<file path="src/hw/rtl/hmean_pkg.sv">
// shared types and constants of the harmonic mean fraction unit
`timescale 1ns / 1ps
`default_nettype none
package hmean_pkg;

  localparam int unsigned MAX_COUNT = 128;
  localparam int unsigned CNT_W     = $clog2(MAX_COUNT + 1);
  localparam int unsigned ADDR_W    = (MAX_COUNT > 1) ? $clog2(MAX_COUNT) : 1;
  localparam int unsigned VAL_W     = 16;
  localparam int unsigned RES_W     = 63;
  localparam int unsigned DIV_W     = 64;
  localparam int unsigned PROD_W    = DIV_W + VAL_W;

  typedef enum logic [3:0] {
    OP_NONE,
    OP_LOAD,
    OP_GCD_INIT,
    OP_GCD_STEP,
    OP_MUL_PART,
    OP_LCM_UPD,
    OP_SET_OVF,
    OP_SUM_INIT,
    OP_SUM_ACC,
    OP_MUL_SCALE,
    OP_SCALE_CHK,
    OP_NUM,
    OP_EMIT
  } op_e;

  typedef enum logic [2:0] {
    DSEL_GCD,
    DSEL_PART,
    DSEL_TERM,
    DSEL_NUM,
    DSEL_DEN
  } dsel_e;

  typedef struct packed {
    op_e   op;
    logic  div_start;
    dsel_e div_sel;
  } cmd_t;

  typedef struct packed {
    logic lcm_go;
    logic last;
    logic y_zero;
    logic div_busy;
    logic ovf;
    logic idx_end;
    logic cnt_zero;
    logic out_free;
  } status_t;

endpackage
`default_nettype wire

</file>
<file path="src/hw/rtl/hmean_ctrl.sv">
// controller state machine sequencing load, gcd, sum and reduction
`timescale 1ns / 1ps
`default_nettype none
module hmean_ctrl
  import hmean_pkg::*;
(
  input  wire logic    clk_i,
  input  wire logic    rst_ni,
  input  wire logic    in_valid_i,
  output logic         in_ready_o,
  input  wire status_t status_i,
  output cmd_t         cmd_o
);

  typedef enum logic [3:0] {
    S_IDLE, S_ITEM, S_GCD, S_GCD_WAIT, S_PART_WAIT, S_LCM_UPD, S_FIN,
    S_SUM_NEXT, S_SUM_RD, S_SUM_WAIT, S_SCALE, S_CHK, S_NUM_WAIT,
    S_DEN_WAIT, S_OUT
  } state_e;

  state_e state_q;
  logic   fin_q;

  assign in_ready_o = (state_q == S_IDLE);

  always_comb begin
    cmd_o = '{op: OP_NONE, div_start: 1'b0, div_sel: DSEL_GCD};
    unique case (state_q)
      S_IDLE:      if (in_valid_i) cmd_o.op = OP_LOAD;
      S_ITEM:      if (status_i.lcm_go) cmd_o.op = OP_GCD_INIT;
      S_GCD: begin
        cmd_o.div_start = 1'b1;
        if (status_i.y_zero) cmd_o.div_sel = fin_q ? DSEL_NUM : DSEL_PART;
      end
      S_GCD_WAIT:  if (!status_i.div_busy) cmd_o.op = OP_GCD_STEP;
      S_PART_WAIT: if (!status_i.div_busy) cmd_o.op = OP_MUL_PART;
      S_LCM_UPD:   cmd_o.op = OP_LCM_UPD;
      S_FIN:       cmd_o.op = (status_i.ovf || status_i.cnt_zero) ? OP_SET_OVF : OP_SUM_INIT;
      S_SUM_NEXT:  if (!status_i.ovf && status_i.idx_end) cmd_o.op = OP_MUL_SCALE;
      S_SUM_RD: begin
        cmd_o.div_start = 1'b1;
        cmd_o.div_sel   = DSEL_TERM;
      end
      S_SUM_WAIT:  if (!status_i.div_busy) cmd_o.op = OP_SUM_ACC;
      S_SCALE:     cmd_o.op = OP_SCALE_CHK;
      S_CHK:       ;
      S_NUM_WAIT: begin
        if (!status_i.div_busy) begin
          cmd_o.op        = OP_NUM;
          cmd_o.div_start = 1'b1;
          cmd_o.div_sel   = DSEL_DEN;
        end
      end
      S_DEN_WAIT:  ;
      S_OUT:       if (status_i.out_free) cmd_o.op = OP_EMIT;
      default:     ;
    endcase
  end

  always_ff @(posedge clk_i or negedge rst_ni) begin
    if (!rst_ni) begin
      state_q <= S_IDLE;
      fin_q   <= 1'b0;
    end else begin
      unique case (state_q)
        S_IDLE:      if (in_valid_i) state_q <= S_ITEM;
        S_ITEM: begin
          if (status_i.lcm_go)    state_q <= S_GCD;
          else if (status_i.last) state_q <= S_FIN;
          else                    state_q <= S_IDLE;
        end
        S_GCD: begin
          if (!status_i.y_zero) state_q <= S_GCD_WAIT;
          else if (fin_q)       state_q <= S_NUM_WAIT;
          else                  state_q <= S_PART_WAIT;
        end
        S_GCD_WAIT:  if (!status_i.div_busy) state_q <= S_GCD;
        S_PART_WAIT: if (!status_i.div_busy) state_q <= S_LCM_UPD;
        S_LCM_UPD:   state_q <= status_i.last ? S_FIN : S_IDLE;
        S_FIN: begin
          if (status_i.ovf || status_i.cnt_zero) state_q <= S_OUT;
          else begin
            state_q <= S_SUM_NEXT;
            fin_q   <= 1'b1;
          end
        end
        S_SUM_NEXT: begin
          if (status_i.ovf)          state_q <= S_OUT;
          else if (status_i.idx_end) state_q <= S_SCALE;
          else                       state_q <= S_SUM_RD;
        end
        S_SUM_RD:    state_q <= S_SUM_WAIT;
        S_SUM_WAIT:  if (!status_i.div_busy) state_q <= S_SUM_NEXT;
        S_SCALE:     state_q <= S_CHK;
        S_CHK:       state_q <= status_i.ovf ? S_OUT : S_GCD;
        S_NUM_WAIT:  if (!status_i.div_busy) state_q <= S_DEN_WAIT;
        S_DEN_WAIT:  if (!status_i.div_busy) state_q <= S_OUT;
        S_OUT: begin
          if (status_i.out_free) begin
            state_q <= S_IDLE;
            fin_q   <= 1'b0;
          end
        end
        default:     state_q <= S_IDLE;
      endcase
    end
  end

endmodule
`default_nettype wire

</file>
<file path="config.mk">
export PLATFORM = sky130hd
export DESIGN_NAME = hmean_ctrl
export DESIGN_NICKNAME = d
export VERILOG_FILES = /design/src/hw/rtl/hmean_pkg.sv /design/src/hw/rtl/hmean_ctrl.sv
export SDC_FILE = /design/constraint.sdc
export NUM_CORES = 1
export LEC_CHECK = 0
export ABC_AREA = 1
export BUFFER_PORTS_ARGS = -buffer_cell sky130_fd_sc_hd__buf_4
export CORE_MARGIN = 2
export CORE_UTILIZATION = 50
export DETAILED_ROUTE_END_ITERATION = 8
export HOLD_SLACK_MARGIN = 0.05
export PLACE_DENSITY = 0.77
export SETUP_SLACK_MARGIN = 0.1
export SLEW_MARGIN = 40
export SYNTH_ARGS = -nofsm -noshare
export SYNTH_HDL_FRONTEND = slang
export SYNTH_SLANG_ARGS = --single-unit
</file>
<file path="constraint.sdc">
create_clock -name clk_i -period 1.8 [get_ports clk_i]
set_clock_uncertainty 0.2 [all_clocks]
set_input_delay 0.18 -clock clk_i [delete_from_list [all_inputs] [get_ports clk_i]]
set_output_delay 0.18 -clock clk_i [all_outputs]
set_load 0.01 [all_outputs]
</file>
==> results.sh <==
export IMPL_via_per_inst=5.50
export IMPL_cts_tree="done"
export IMPL_cts_num_sinks=5
export IMPL_drtIter0Drc=72
export IMPL_vdd_ir_drop_max_mv=0.794
export IMPL_hp_class="primary input to asynchronous set/reset pin"
export IMPL_critPathRequiredTime_ns=1.42
export IMPL_htreeDepth=1
export IMPL_violations="negative setup slack"
export IMPL_worst_slew_pin_transition_ns=0.269
export IMPL_die_y_um=41.5
export IMPL_worstPathMaxFanout=6
export IMPL_p_sw_share_pct=53.9
export IMPL_clockRootBuffer="clkbuf_4"
export IMPL_cp_data_arrival_time_ns=1.45
export IMPL_slew_headroom_pct=82.0
export IMPL_mostFrequentLayoutCell="nand2_1"
export IMPL_worst_setup_path_end_kind="output port"
export IMPL_setup_viol=2
export IMPL_grt_overflow=0
export IMPL_power_leakage_nw=0.578
export IMPL_power_frac_comb_pct=73.1
export IMPL_post_drt_wl_per_cell_um=12.6
export IMPL_synth_net_count=144
export IMPL_layout_min_cycle_time_ns=1.83
export IMPL_final_max_slew_viol_count=0
export IMPL_place_hpwl_mm=1.57
export IMPL_antenna_found_initial=0
export IMPL_avgSynthCellArea_um2=5.28
export IMPL_synth_cell_types=16
export IMPL_cts_made_buffers=3
export IMPL_rsz0062_at_grt="true"
export IMPL_route_vias_total=974
export IMPL_gp_congestion=0.944
export IMPL_status="finished, violations left"
export IMPL_cts_max_path_buffers=2
export IMPL_syn_inst=133
export IMPL_dieArea_um2=1720
export IMPL_antenna_cells=0
export IMPL_yosys_warnings=0
export IMPL_power_frac_clock_pct=8.4
export IMPL_final_hold_violation_count=0
export IMPL_clkLatencyLatePin_ns=0.24
export IMPL_routed_wirelength_mm=2.22
export IMPL_portBuffers=19
export IMPL_layout_drive_gt1_share_pct=40.1
export IMPL_core_area_um2=1300
export IMPL_setup_worst_path_start_class="flop"
export IMPL_power_w=0.00152
export IMPL_drt_pass1_iter_count=4
export IMPL_worstSetupPathType="flop to output port"
export IMPL_fin_crit_sh_pct=102
export IMPL_grt_use_total_pct=23.6
export IMPL_p_seq_share_pct=18.5
export IMPL_nets=174
export IMPL_die_w_um=41.5
export IMPL_powerDensity_nw_per_um2=1510
export IMPL_start_util_pct=53.9
export IMPL_max_freq_ghz=0.545
export IMPL_final_cell_mix="44 x nand2_1, 23 x buf_4, 14 x nor2_1"
export IMPL_intPower_w=0.000702
export IMPL_maxCapViolCount=0
export IMPL_drcViolationCount=0
export IMPL_grt_pass1_vias=816
export IMPL_ys_ff_latch=5
export IMPL_grt_pass1_wl_mm=3.28
export IMPL_clk_pin_slew_ns=0.04
export IMPL_layout_setup_ws_ns=-0.0332
export IMPL_rows=13
export IMPL_num_io_pins=20
export IMPL_tns_ns=-0.0349
export IMPL_areaGrowthSynthToFinish_pct=43.3
export IMPL_synthesis_area_um2=702
export IMPL_drtAntennaViolNets=0
export IMPL_ys_seq_area_share_pct=17.8
export IMPL_p_switching_w=0.000820
export IMPL_grt_max_degree=9
==> power by group through the flow <==
| stage | Clock, W | Sequential [W] | Combinational, W |
|---|---|---|---|
| after floorplan | 0 | 0.000232 | 0.000646 |
| after global placement | 0 | 0.000241 | 0.000920 |
| after detailed placement | 0 | 0.000244 | 0.000923 |
| after CTS | 0.000132 | 0.000260 | 0.00100 |
| after global routing | 0.000144 | 0.000287 | 0.00120 |
| final | 0.000128 | 0.000282 | 0.00111 |
==> area by class of cell <==
type,count,area [um^2]
inverters,19,76.3
flip-flops and latches,5,130
clock buffers,4,26.3
fillers,101,295
well taps,15,18.8
repair buffers,26,205
multi-input cells,108,549
==> routing by layer <==
metal | track usage [%] | vias up | wire (um)
li1 | - | 474 | -
met2 | 36.6 | 69 | 1070
met1 | 33.0 | 426 | 897
met3 | 4.78 | 5 | 228
met5 | 0 | - | 0
met4 | 6.45 | 0 | 30
==> cells by family after synthesis <==
logic type / Yosys count / synth area share, %
flops: 5 / 17.8
simple gates: 102 / 66.1
compound gates: 6 / 5.35
buf+inv: 20 / 10.7
==> worst max-delay path, cell delays in order (launching register included) <==
cell,delay [ns]
dfrtp_2,0.44
inv_2,0.07
nor2_1,0.23
nand2_1,0.12
o2111ai_1,0.20
buf_4,0.15
==> what timing repair did <==
| action | in CTS | in global routing |
|---|---|---|
| pin swaps | 3 | 6 |
| setup endpoints to repair | 6 | 9 |
| hold buffers | 1 | 0 |
| gates cloned | 0 | 0 |
| gates resized for setup | 13 | 13 |
| hold endpoints to repair | 5 | 0 |
| setup buffers | 4 | 2 |
==> sequential cells by signal (all words and copies together) (netlist names) <==
name     flops
fin_q        1
state_q      4
==> synthesized netlist by cell type <==
cell type / instances / area [um^2]
nor2_4: 2 / 22.5
o21ai_0: 4 / 20.0
inv_1: 13 / 48.8
inv_2: 6 / 22.5
nand2_1: 52 / 195
buf_1: 1 / 3.75
o2111ai_1: 2 / 17.5
nand4_1: 1 / 6.26
nand3_1: 13 / 65.1
nand2_2: 4 / 25.0
nor2_1: 19 / 71.3
nor2_2: 3 / 18.8
dfrtp_1: 5 / 125
nand3b_1: 5 / 37.5
or2_2: 2 / 12.5
nand3_2: 1 / 10.0
==> per-stage QoR <==
| step | area (um^2) | hold slack, ns | util, % | setup slack (ns) | instances |
|---|---|---|---|---|---|
| floorplan | 702 | -0.316 | - | 0.278 | 133 |
| global placement | 860 | -0.217 | 66.1 | 0.175 | 166 |
| detailed placement | 860 | -0.215 | 66.1 | 0.182 | 166 |
| CTS | 957 | 0.0594 | 73.6 | 0.0114 | 175 |
| global route | 1010 | 0.0773 | 77.3 | -0.158 | 177 |
| finish | 1010 | 0.0758 | 77.3 | -0.0332 | 177 |
==> final timing paths <==
| check | start | endpoint | slack (ns) | depth (start not counted) |
|---|---|---|---|---|
| hold / removal | rst_ni | state_q[1] | 0.08 | 2 |
| setup reg to reg | state_q[2] | state_q[1] | 0.21 | 9 |
| max in group asynchronous | rst_ni | state_q[2] | 1.20 | 2 |
| hold reg to reg | fin_q | fin_q | 0.33 | 2 |
| setup / recovery | state_q[0] | cmd_o[7] | -0.03 | 5 |
| min in group clk_i | status_i[1] | fin_q | 0.08 | 4 |
No activity file was read; power rests on OpenSTA's default activity.
